[config.mk]
export PLATFORM = sky130hd
export DESIGN_NAME = offscreen_pool_allocator_unit
export DESIGN_NICKNAME = d
export VERILOG_FILES = /design/src/sv/opa_pkg.sv /design/src/sv/opa_ram.sv /design/src/sv/offscreen_pool_allocator_unit.sv
export SDC_FILE = /design/constraint.sdc
export NUM_CORES = 2
export LEC_CHECK = 0
export BUFFER_PORTS_ARGS = -buffer_cell sky130_fd_sc_hd__buf_2
export CORE_MARGIN = 5
export CORE_UTILIZATION = 62
export DETAILED_ROUTE_END_ITERATION = 10
export PLACE_DENSITY = 0.8
export SYNTH_ARGS = -nofsm -noshare
export SYNTH_HDL_FRONTEND = slang
export SYNTH_HIERARCHICAL = 1
export SYNTH_SLANG_ARGS = --single-unit
[constraint.sdc]
create_clock -name clock -period 12.15 [get_ports clock]
set_input_delay 1.8225 -clock clock [delete_from_list [all_inputs] [get_ports clock]]
set_output_delay 1.8225 -clock clock [all_outputs]
set_load 0.02 [all_outputs]
[src/sv/opa_pkg.sv]
package opa_pkg;

   localparam int AddrW = 27;
   localparam logic [AddrW-1:0] MinPool = 27'd16384;
   localparam logic [AddrW-1:0] HeaderBytes = 27'd8;

   localparam logic [1:0] CsrEnable = 2'd0;
   localparam logic [1:0] CsrScreen = 2'd1;
   localparam logic [1:0] CsrMap    = 2'd2;
   localparam logic [1:0] CsrAlign  = 2'd3;

   localparam logic [1:0] StOk       = 2'd0;
   localparam logic [1:0] StNoMem    = 2'd1;
   localparam logic [1:0] StUnknown  = 2'd2;
   localparam logic [1:0] StDisabled = 2'd3;

   localparam logic ModeAlloc = 1'b0;
   localparam logic ModeFree  = 1'b1;

   typedef struct packed {
      logic             mode;
      logic [AddrW-1:0] amount;
      logic [AddrW-1:0] region_offset;
   } req_type;

   typedef struct packed {
      logic [1:0]       status;
      logic [AddrW-1:0] granted_offset;
   } rsp_type;

   typedef enum logic [3:0] {
      ST_IDLE,
      ST_FREE_RD,
      ST_FREE_CHK,
      ST_FREE_PREV,
      ST_SHIFT_DN_RD,
      ST_SHIFT_DN_WR,
      ST_GAP_RD,
      ST_GAP_CHK,
      ST_GROW,
      ST_SHIFT_UP_RD,
      ST_SHIFT_UP_WR,
      ST_INSERT,
      ST_RESP
   } state_type;

endpackage

[src/sv/opa_ram.sv]
module opa_ram #(
   parameter int WIDTH = 54,
   parameter int DEPTH = 64
) (
   input  logic                     clock,
   input  logic                     wr_en,
   input  logic [$clog2(DEPTH)-1:0] wr_addr,
   input  logic [WIDTH-1:0]         wr_data,
   input  logic [$clog2(DEPTH)-1:0] rd_addr,
   output logic [WIDTH-1:0]         rd_data
);
   logic [WIDTH-1:0] mem [DEPTH];
   logic [WIDTH-1:0] rd_data_ff;

   always_ff @(posedge clock) begin
      if (wr_en) begin
         mem[wr_addr] <= wr_data;
      end
      rd_data_ff <= mem[rd_addr];
   end

   assign rd_data = rd_data_ff;
endmodule

[src/sv/offscreen_pool_allocator_unit.sv]
// Channel  | Direction | Ports                      | Transaction
// req      | in        | req_valid/req_stall/req    | one allocate or free request
// rsp      | out       | rsp_valid/rsp_stall/rsp    | one status + granted offset
// csr      | in        | csr_we/csr_index/csr_wdata | register write, no wait
// One request at a time; region table in one single-port-read RAM (start,end).
// Free: entries are read and checked in turn up to the match, then each later one
// moves down a place. Allocate: gaps are examined in turn, else the pool grows
// down; then entries move up. The read-then-write RAM loop sets the worst case.
// Reset is synchronous; the table is empty (count zero), RAM is not cleared.
// req_stall is high whenever a request is in progress or its result is held;
// a stalled result holds its value until taken.
module offscreen_pool_allocator_unit #(
   parameter int MAX_REGIONS = 64,
   parameter int ENTRY_BYTES = 8
) (
   input  logic                   clock,
   input  logic                   reset,
   input  logic                   req_valid,
   output logic                   req_stall,
   input  opa_pkg::req_type       req,
   output logic                   rsp_valid,
   input  logic                   rsp_stall,
   output opa_pkg::rsp_type       rsp,
   input  logic                   csr_we,
   input  logic [1:0]             csr_index,
   input  logic [26:0]            csr_wdata
);
   import opa_pkg::*;

   localparam int IW = $clog2(MAX_REGIONS);
   localparam int CW = $clog2(MAX_REGIONS + 1);
   localparam int MW = 2 * AddrW;
   localparam logic [CW-1:0] MaxCnt = CW'(MAX_REGIONS);
   localparam logic [AddrW-1:0] EntryB = AddrW'(ENTRY_BYTES);

   // configuration
   logic             enable_ff;
   logic [AddrW-1:0] screen_ff, map_ff;
   logic [3:0]       align_ff;

   // control state
   state_type        state_ff, state_in;
   logic [CW-1:0]    count_ff, count_in;
   logic [AddrW-1:0] lowest_ff, lowest_in;
   logic [CW-1:0]    idx_ff, idx_in;     // scan / move pointer
   logic [CW-1:0]    pos_ff, pos_in;     // free or insert position
   req_type          req_ff;
   rsp_type          rsp_ff, rsp_in;
   logic [AddrW-1:0] ns_ff, ns_in;       // new region start
   logic [AddrW-1:0] ne_ff, ne_in;       // new region end

   // memory
   logic          wr_en;
   logic [IW-1:0] wr_addr, rd_addr;
   logic [MW-1:0] wr_data, rd_data;
   logic [AddrW-1:0] rd_start, rd_end;

   opa_ram #(.WIDTH(MW), .DEPTH(MAX_REGIONS)) u_ram (
      .clock  (clock),
      .wr_en  (wr_en),
      .wr_addr(wr_addr),
      .wr_data(wr_data),
      .rd_addr(rd_addr),
      .rd_data(rd_data)
   );

   assign rd_start = rd_data[MW-1:AddrW];
   assign rd_end   = rd_data[AddrW-1:0];

   logic [AddrW-1:0] amask, nl;
   logic [AddrW:0]   fs_sum, fs_al, te_sum;   // one bit of headroom
   logic             usable;

   always_comb begin
      amask   = ~((AddrW'(1) << align_ff) - AddrW'(1));
      // gap start = end of the entry just read, aligned up
      fs_sum  = {1'b0, rd_end} + {1'b0, ~amask};
      fs_al   = fs_sum & {1'b1, amask};
      nl      = (lowest_ff - req_ff.amount) & amask;
      te_sum  = {1'b0, screen_ff} + {1'b0, HeaderBytes}
                + (AddrW+1)'(AddrW'(count_ff) * EntryB);
      usable  = enable_ff && ({1'b0, map_ff} >= ({1'b0, screen_ff} + {1'b0, MinPool}));
   end

   always_ff @(posedge clock) begin
      if (reset) begin
         enable_ff <= 1'b0;
         screen_ff <= '0;
         map_ff    <= '0;
         align_ff  <= 4'd3;
      end else if (csr_we) begin
         unique case (csr_index)
            CsrEnable: enable_ff <= csr_wdata[0];
            CsrScreen: screen_ff <= csr_wdata;
            CsrMap:    map_ff    <= csr_wdata;
            CsrAlign:  align_ff  <= csr_wdata[3:0];
            default: ;
         endcase
      end
   end

   always_comb begin
      state_in = state_ff;
      count_in = count_ff;
      lowest_in = lowest_ff;
      idx_in   = idx_ff;
      pos_in   = pos_ff;
      rsp_in   = rsp_ff;
      ns_in    = ns_ff;
      ne_in    = ne_ff;
      wr_en    = 1'b0;
      wr_addr  = idx_ff[IW-1:0];
      wr_data  = rd_data;
      rd_addr  = idx_ff[IW-1:0];
      unique case (state_ff)
         ST_IDLE: begin
            if (req_valid) begin
               idx_in = '0;
               if (req.mode == ModeFree) begin
                  state_in = ST_FREE_RD;
               end else if (!usable) begin
                  rsp_in = '{status: StDisabled, granted_offset: '0};
                  state_in = ST_RESP;
               end else if (count_ff == MaxCnt) begin
                  rsp_in = '{status: StNoMem, granted_offset: '0};
                  state_in = ST_RESP;
               end else begin
                  state_in = ST_GAP_RD;
               end
            end
         end
         ST_FREE_RD: begin
            if (idx_ff >= count_ff) begin
               rsp_in = '{status: StUnknown, granted_offset: '0};
               state_in = ST_RESP;
            end else begin
               state_in = ST_FREE_CHK;
            end
         end
         ST_FREE_CHK: begin
            if (rd_start == req_ff.region_offset) begin
               pos_in = idx_ff;
               if (rd_start <= lowest_ff) begin
                  if (idx_ff == '0) begin
                     lowest_in = map_ff;
                     idx_in = idx_ff + CW'(1);
                     state_in = ST_SHIFT_DN_RD;
                  end else begin
                     rd_addr = IW'(idx_ff - CW'(1));
                     state_in = ST_FREE_PREV;
                  end
               end else begin
                  idx_in = idx_ff + CW'(1);
                  state_in = ST_SHIFT_DN_RD;
               end
            end else begin
               idx_in = idx_ff + CW'(1);
               state_in = ST_FREE_RD;
            end
         end
         ST_FREE_PREV: begin
            lowest_in = rd_start;
            idx_in = idx_ff + CW'(1);
            state_in = ST_SHIFT_DN_RD;
         end
         ST_SHIFT_DN_RD: begin
            // idx points at the entry to pull down one place
            if (idx_ff >= count_ff) begin
               count_in = count_ff - CW'(1);
               if (count_ff == CW'(1)) lowest_in = map_ff;
               rsp_in = '{status: StOk, granted_offset: '0};
               state_in = ST_RESP;
            end else begin
               state_in = ST_SHIFT_DN_WR;
            end
         end
         ST_SHIFT_DN_WR: begin
            wr_en = 1'b1;
            wr_addr = IW'(idx_ff - CW'(1));
            wr_data = rd_data;
            idx_in = idx_ff + CW'(1);
            state_in = ST_SHIFT_DN_RD;
         end
         ST_GAP_RD: begin
            // read entry idx; gap between idx (its end) and idx-1 (held start)
            if (idx_ff >= count_ff) begin
               state_in = ST_GROW;
            end else begin
               state_in = ST_GAP_CHK;
            end
         end
         ST_GAP_CHK: begin
            // rd = entry idx; ns holds the start of entry idx-1 (gap end)
            idx_in = idx_ff + CW'(1);
            ns_in = rd_start;
            state_in = ST_GAP_RD;
            if (idx_ff != '0 && rd_end != ns_ff) begin
               if ({1'b0, ns_ff} > fs_al &&
                   ({1'b0, ns_ff} - fs_al) > {1'b0, req_ff.amount}) begin
                  ne_in = fs_al[AddrW-1:0] + req_ff.amount;
                  ns_in = fs_al[AddrW-1:0];
                  pos_in = idx_ff;
                  idx_in = count_ff;
                  state_in = ST_SHIFT_UP_RD;
               end
            end
         end
         ST_GROW: begin
            if (req_ff.amount > lowest_ff || te_sum >= {1'b0, nl}) begin
               rsp_in = '{status: StNoMem, granted_offset: '0};
               state_in = ST_RESP;
            end else begin
               ns_in = nl;
               ne_in = lowest_ff;
               lowest_in = nl;
               pos_in = count_ff;
               idx_in = count_ff;
               state_in = ST_SHIFT_UP_RD;
            end
         end
         ST_SHIFT_UP_RD: begin
            // move entry idx-1 to idx while idx > pos
            if (idx_ff == pos_ff) begin
               state_in = ST_INSERT;
            end else begin
               rd_addr = IW'(idx_ff - CW'(1));
               state_in = ST_SHIFT_UP_WR;
            end
         end
         ST_SHIFT_UP_WR: begin
            wr_en = 1'b1;
            wr_addr = idx_ff[IW-1:0];
            wr_data = rd_data;
            idx_in = idx_ff - CW'(1);
            state_in = ST_SHIFT_UP_RD;
         end
         ST_INSERT: begin
            wr_en = 1'b1;
            wr_addr = pos_ff[IW-1:0];
            wr_data = {ns_ff, ne_ff};
            count_in = count_ff + CW'(1);
            rsp_in = '{status: StOk, granted_offset: ns_ff};
            state_in = ST_RESP;
         end
         ST_RESP: begin
            if (!rsp_stall) state_in = ST_IDLE;
         end
         default: state_in = ST_IDLE;
      endcase
      if (csr_we && csr_index == CsrMap) begin
         count_in = '0;
         lowest_in = csr_wdata;
      end
   end

   always_ff @(posedge clock) begin
      if (reset) begin
         state_ff  <= ST_IDLE;
         count_ff  <= '0;
         lowest_ff <= '0;
      end else begin
         state_ff  <= state_in;
         count_ff  <= count_in;
         lowest_ff <= lowest_in;
      end
   end

   always_ff @(posedge clock) begin
      idx_ff  <= idx_in;
      pos_ff  <= pos_in;
      rsp_ff  <= rsp_in;
      ns_ff   <= ns_in;
      ne_ff   <= ne_in;
      if (state_ff == ST_IDLE && req_valid) req_ff <= req;
   end

   assign req_stall = (state_ff != ST_IDLE);
   assign rsp_valid = (state_ff == ST_RESP);
   assign rsp       = rsp_ff;
endmodule

# ---- After elaboration in Yosys (flattened, before gate mapping)
# Memory sizes are Yosys's and may differ from the RTL's. A register that Yosys moved wholly into a read port is not among the register bits.
# Cells that the tools add are included.
dict set report word_totals {
  word_cells 173
  mem_count 1
  inputBits 89
  ramBits 3456
  regBits 248
}
dict set report classes {
  n_reduce_logical 32
  shift 1
  eq_ne 38
  magnitude_cmp 7
  n_bitwise 4
  mux 63
  n_addsub 12
}
# memory depth width rd rd_ports_with_merged_regs wr line
set memory_table {}
lappend memory_table {u_ram.mem 64 54 1 1 1 opa_ram.sv:12} ;# logic [WIDTH-1:0] mem [DEPTH];
# op n
set ops {}
lappend ops {{2-to-1 mux 27 bit} 12}
lappend ops {{2-to-1 mux 29 bit} 7}
lappend ops {{one-hot mux 29 bit (5 select lines)} 1}
lappend ops {{one-hot mux 27 bit (2 select lines)} 2}
lappend ops {{one-hot mux 27 bit (4 select lines)} 1}
lappend ops {{2-to-1 mux 7 bit} 11}
lappend ops {{2-to-1 mux 54 bit} 1}
lappend ops {{inverter 27 bit} 2}
lappend ops {{2-to-1 mux 4 bit} 12}
lappend ops {{one-hot mux 4 bit (12 select lines)} 1}
lappend ops {{one-hot mux 7 bit (6 select lines)} 1}
lappend ops {{adder 27 x 15 -> 28 bit (second input constant)} 1}
lappend ops {{adder 27 x 27 -> 28 bit} 1}
lappend ops {{adder 27 x 4 -> 28 bit (second input constant)} 1}
lappend ops {{adder 28 x 10 -> 28 bit} 1}
lappend ops {{bitwise AND 28 bit} 1}
lappend ops {{greater-or-equal comparator 27 x 28 -> 1 bit} 1}
lappend ops {{greater-or-equal comparator 28 x 27 -> 1 bit} 1}
lappend ops {{greater-than comparator 27 x 28 -> 1 bit} 1}
lappend ops {{greater-than comparator 28 x 27 -> 1 bit} 1}
lappend ops {{subtractor 27 x 28 -> 28 bit} 1}
lappend ops {{adder 27 bit} 1}
lappend ops {{bitwise AND 27 bit} 1}
lappend ops {{== test 27 bit} 1}
lappend ops {{44 further kinds} 93}

# ---- Logic depth before layout (Yosys ltp)
dict set report logic_depth {
  ltp_word 12
  depth_mapped 43
}

# ---- By module
# The synthesis kept the hierarchy.
# module area_per_inst_um2 cells_per_inst seq_area_each_um2 n_inst
set modules_own_cells {}
lappend modules_own_cells {opa_ram 132146.7 5494 104860.6 1}
lappend modules_own_cells {offscreen_pool_allocator_unit 21147.8 2529 6476.2 1}

# ---- Worst setup path after synthesis
# Ideal clock, no wire load.
dict set report synth_timing {
  path_type {reg2reg}
  startpoint {register align_ff[3]}
  endpoint {register ne_ff[0], enable pin}
  arrival_ns 8.412
  setup_time_ns 0.420
  n_path_buf 2
  path_slack_ns 3.318
  path_stages_with_launch 40
  cell_sequence {dfxtp_1 > buf_6 > nor2_1 > inv_1 > nor2_1 > nand2_1 > ha_1 > clkbuf_1 > nand2_1 > clkinv_1 > a21oi_1 > inv_1 > ha_1 > and3_1 > nand2_1 > a2111oi_1 > o21a_1 > o21ai_0 > [4 not listed] > ha_1 > a21oi_1 > o21ai_0 > a211oi_1 > o21ai_0 > o31ai_1 > a21oi_1 > a21o_1 > a21oi_1 > xnor2_1 > ha_1 > nand3_1 > o21bai_1 > o31ai_1 > o21ai_0 > a221oi_4 > nand4_1 > a21oi_1}
}
dict set report synth_between {
  elab_chain_len 11
  elab_cells_between_ends 16
  cone_classes {3 x add/sub; 3 x order compare; 2 x eq/ne; 1 x shift; 4 x bitwise; 3 x reduce/logical}
}
# element line
set synth_lines {}
lappend synth_lines {{from (decl)} offscreen_pool_allocator_unit.sv:39} ;# logic [3:0] align_ff;
lappend synth_lines {{from (signal assigned)} offscreen_pool_allocator_unit.sv:96} ;# CsrAlign: align_ff <= csr_wdata[3:0];
lappend synth_lines {{left shift 1 x 4 -> 27 bit *} offscreen_pool_allocator_unit.sv:75} ;# amask = ~((AddrW'(1) << align_ff) - AddrW'(1));
lappend synth_lines {{subtractor 27 x 2 -> 27 bit *} offscreen_pool_allocator_unit.sv:75}
lappend synth_lines {{inverter 27 bit *} offscreen_pool_allocator_unit.sv:75}
lappend synth_lines {{inverter 27 bit} offscreen_pool_allocator_unit.sv:77} ;# fs_sum = {1'b0, rd_end} + {1'b0, ~amask};
lappend synth_lines {{adder 27 x 27 -> 28 bit} offscreen_pool_allocator_unit.sv:77}
lappend synth_lines {{bitwise AND 28 bit} offscreen_pool_allocator_unit.sv:78} ;# fs_al = fs_sum & {1'b1, amask};
lappend synth_lines {{subtractor 27 x 28 -> 28 bit} offscreen_pool_allocator_unit.sv:199} ;# ({1'b0, ns_ff} - fs_al) > {1'b0, req_ff.amount}) begin
lappend synth_lines {{greater-than comparator 28 x 27 -> 1 bit} offscreen_pool_allocator_unit.sv:199}
lappend synth_lines {{logical AND 1 bit} offscreen_pool_allocator_unit.sv:198} ;# if ({1'b0, ns_ff} > fs_al &&
lappend synth_lines {{!= test 2 bit (no line)} --}
lappend synth_lines {{AND reduction 4 bit (no line) *} --}
lappend synth_lines {{to (signal assigned)} offscreen_pool_allocator_unit.sv:273} ;# ne_ff <= ne_in;
lappend synth_lines {{to (decl)} offscreen_pool_allocator_unit.sv:50} ;# logic [AddrW-1:0] ne_ff, ne_in;
# Mark *: on every way between the ends. The rest lies on a longest branch, timed or not.
# A chain may end at the register's enable or synchronous reset.

# ---- Worst setup path in the final report
dict set report layout_timing {
  startpoint {register align_ff[3]}
  endpoint {register ne_ff[6], enable pin}
}
# The elaborated chain is that of the path after synthesis.

==> results.py <==
metrics = {
    "status": {
        "status": "finished clean",
    },
    "global_routing": {
        "antenna_found_initial": 22,
        "grt_pass1_vias": 89510,
        "grt_max_degree": 118,
        "track_usage_pct": 40.27,
        "grt_pass1_wl_mm": 714.4,
        "overflow": 0,
    },
    "sta": {
        "grt_setup_unrepaired": "false",
        "slew_headroom_pct": 1.631,
        "period_share_pct": 84.04,
        "finalCriticalPeriod_ps": 10210,
        "skew_ps": 112.8,
        "tightest_slew_ps": 1476,
        "maxSlewViolCount": 0,
        "fmax_mhz": 97.93,
        "hold_viol": 0,
        "finalSetupViolCount": 0,
        "setup_tns_ps": 0,
    },
    "floorplan": {
        "placementRows": 182,
        "placeableCoreArea_sq_um": 245900,
        "design.portCount": 120,
        "start_util_pct": 62.33,
        "die_area_sq_um": 257300,
        "fp.dieH_um": 507.2,
        "die_w_um": 507.2,
    },
    "yosys": {
        "synth_area_sq_um": 153300,
        "synth_compound_area_share_pct": 4.471,
        "synth_top_family_by_area": "multiplexers",
        "syn_inst": 8023,
        "synth_mux_area_share_pct": 14.66,
        "synth_warnings": 6,
        "synthAdderAreaFrac_pct": 2.073,
        "synthSimpleGateAreaFrac_pct": 3.342,
        "synth_xor_area_share_pct": 1.114,
        "synth.distinct_cells": 92,
        "ys.flop_type": "edfxtp_1",
        "ys_seq_elements": 3758,
        "synth-seq-area-share_pct": 72.63,
        "postSynthAreaPerCell_sq_um": 19.11,
        "synth_edf_count": 3607,
        "synthArstFlopShare_pct": 0,
    },
    "routing": {
        "postRouteAntennaNets": 0,
        "drc_errors": 0,
        "wl_per_cell_um": 43.37,
        "drtIter0Drc": 16790,
        "drt-total-wl_mm": 517.1,
        "routed_via_density": 7.504,
        "firstDrtPassIters": 8,
        "vias": 89460,
    },
    "setup_path": {
        "slowest_stage": "dfxtp_1",
        "path_class": "reg2reg",
        "critPathMaxStageDelay_ps": 730,
        "reg2reg_slack_ps": 1940,
        "worstPathArrival_ps": 10810,
        "crit_fanout": 27,
        "cp-end-kind": "flop",
        "required_ps": 12750,
        "path_common_cell": "ha_1",
        "crit_path_start_kind": "flop",
    },
    "layout": {
        "final_common_cell": "edfxtp_1",
        "area_growth_pct": 11.60,
        "stdcell_area_sq_um": 171100,
        "nNetsFinal": 8730,
        "drive_above_1_share_pct": 23.92,
        "final_cell_mix": "edfxtp_1, mux4_2, nand2_1",
    },
    "placed_design": {
        "placed_cell_area_sq_um": 158700,
        "hpwlAfterDp_mm": 285.0,
        "gp_congestion": 0.9971,
        "io_buffers": 119,
    },
    "power": {
        "vdd_drop_max_uv": 256.8,
        "pwr-share-comb_pct": 37.1,
        "netSwitchingPower_mw": 16.70,
        "p_int_mw": 29.56,
        "clockPowerShare_pct": 25.8,
        "sw_frac_of_total_pct": 36.09,
        "p_per_area_nw_per_um2": 270.4,
        "p_leak_nw": 55.42,
        "sequentialPowerShare_pct": 37.0,
    },
    "clocking": {
        "clockBufferDepth": 4,
        "cts_resized": 0,
        "path_clk_slew_ps": 60,
        "cts-buffers-inserted": 381,
        "cts_max_level": 5,
        "cts_setup_buffers": 0,
        "cts_root_buf": "clkbuf_16",
        "ctsHoldBuffers": 0,
        "insertion_delay_ps": 1000,
        "numClockSinks": 3758,
        "cts_tree": "done",
    },
    "run": {
        "maxCapViolCount": 0,
    },
    "worst_hold_path": {
        "min_path_type": "reg2reg",
    },
}
worst paths after layout:
path	start	end	cells after the start
min reg2reg	screen_ff[3]	screen_ff[3]	2
max	align_ff[3]	ne_ff[6]	40
max reg2reg	align_ff[3]	ne_ff[6]	40
min	screen_ff[3]	screen_ff[3]	2
cells in the mapped netlist (39+ instances only):
cell type     n  area (sq um)
buf_6        39         439.2
xor2_1       94         823.3
nand2b_1     41         256.5
ha_1        246          3078
clkbuf_1    191         716.9
mux2_2       57         641.9
o22ai_1     177          1107
nor3_1       54         270.3
nand2_1     432          1622
buf_1        51         191.4
inv_1       150         563.0
o221ai_1     56         490.5
o211ai_1     39         292.8
dfxtp_1     151          3023
o21ai_0     151         755.7
a21o_1       88         660.6
edfxtp_1   3607        108300
a21oi_1     304          1521
a31oi_1      46         287.8
mux4_2      936         21080
nor2_1      316          1186
nand3_1      68         340.3
xnor2_1     101         884.6
buf_2        90         450.4
mux2i_1      75         750.7
registers in the layout, summed over array words and instances, names as in the netlist, 4 cells and up:
register / flops
u_ram/mem: 3456
req_ff: 54
u_ram/rd_data: 54
rsp: 29
lowest_ff: 27
map_ff: 27
ne_ff: 27
ns_ff: 27
screen_ff: 27
count_ff: 7
idx_ff: 7
pos_ff: 7
align_ff: 4
state_ff: 4
cells by family after synthesis:
group,Yosys count
buffers and inverters,554
multiplexers,1068
adder cells (fa/ha/maj),251
AND/OR/NAND/NOR,1126
flip-flops,3758
AO/OA/AOI/OAI,1070
other,1
XOR/XNOR,195
critical path, delay by kind of cell, from the launching register on:
family                   cells  cell delay, ps
flip-flops                   1             730
AO/OA/AOI/OAI               15            3450
XOR/XNOR                     2             240
adder cells (fa/ha/maj)      4            1530
buffers and inverters        5             830
AND/OR/NAND/NOR             14            3010
per-layer routing:
metal,track usage [%],vias to the layer above,wire length (um)
li1,-,33550,-
met1,52.88,44810,165100
met2,60.20,9061,232500
met3,12.76,2034,80210
met4,23.50,12,39060
met5,0.2222,-,148
power groups by stage:
stage / registers, mW / clock network [mW] / logic (mW)
after global routing: 17.1 / 12.6 / 17.9
after CTS: 17.1 / 12.0 / 16.7
final: 17.1 / 12.0 / 17.2
after floorplan: 17.1 / 0 / 10.9
after detailed placement: 17.4 / 0 / 16.2
after global placement: 17.4 / 0 / 16.0
per-stage QoR:
stage / setup WS, ps / hold slack, ps / util, % / power [mW] / std cells
6_report: 1939 / 476.2 / 69.56 / 46.26 / 11920
5_1_grt: 1368 / 500.5 / 69.55 / 47.60 / 11910
4_1_cts: 1943 / 473.4 / 69.55 / 45.79 / 11910
3_5_place_dp: 1977 / 465.7 / 64.54 / 33.62 / 11230
3_3_place_gp: 1911 / 448.1 / 64.53 / 33.31 / 11230
2_1_floorplan: 3318 / 436.3 / - / 28.02 / 8028
final cells by class:
type                       instances  area (sq um)
clock buffer                     455          9937
tap                             3220          4029
timing repair buffer             381          2713
inverter                         152         573.1
fill                           14080         74860
antenna                           14         35.03
multi-input combinational       3716         40070
sequential                      3758        111300
clock inverter                   226          2382
(Power assumes the default switching activity.)
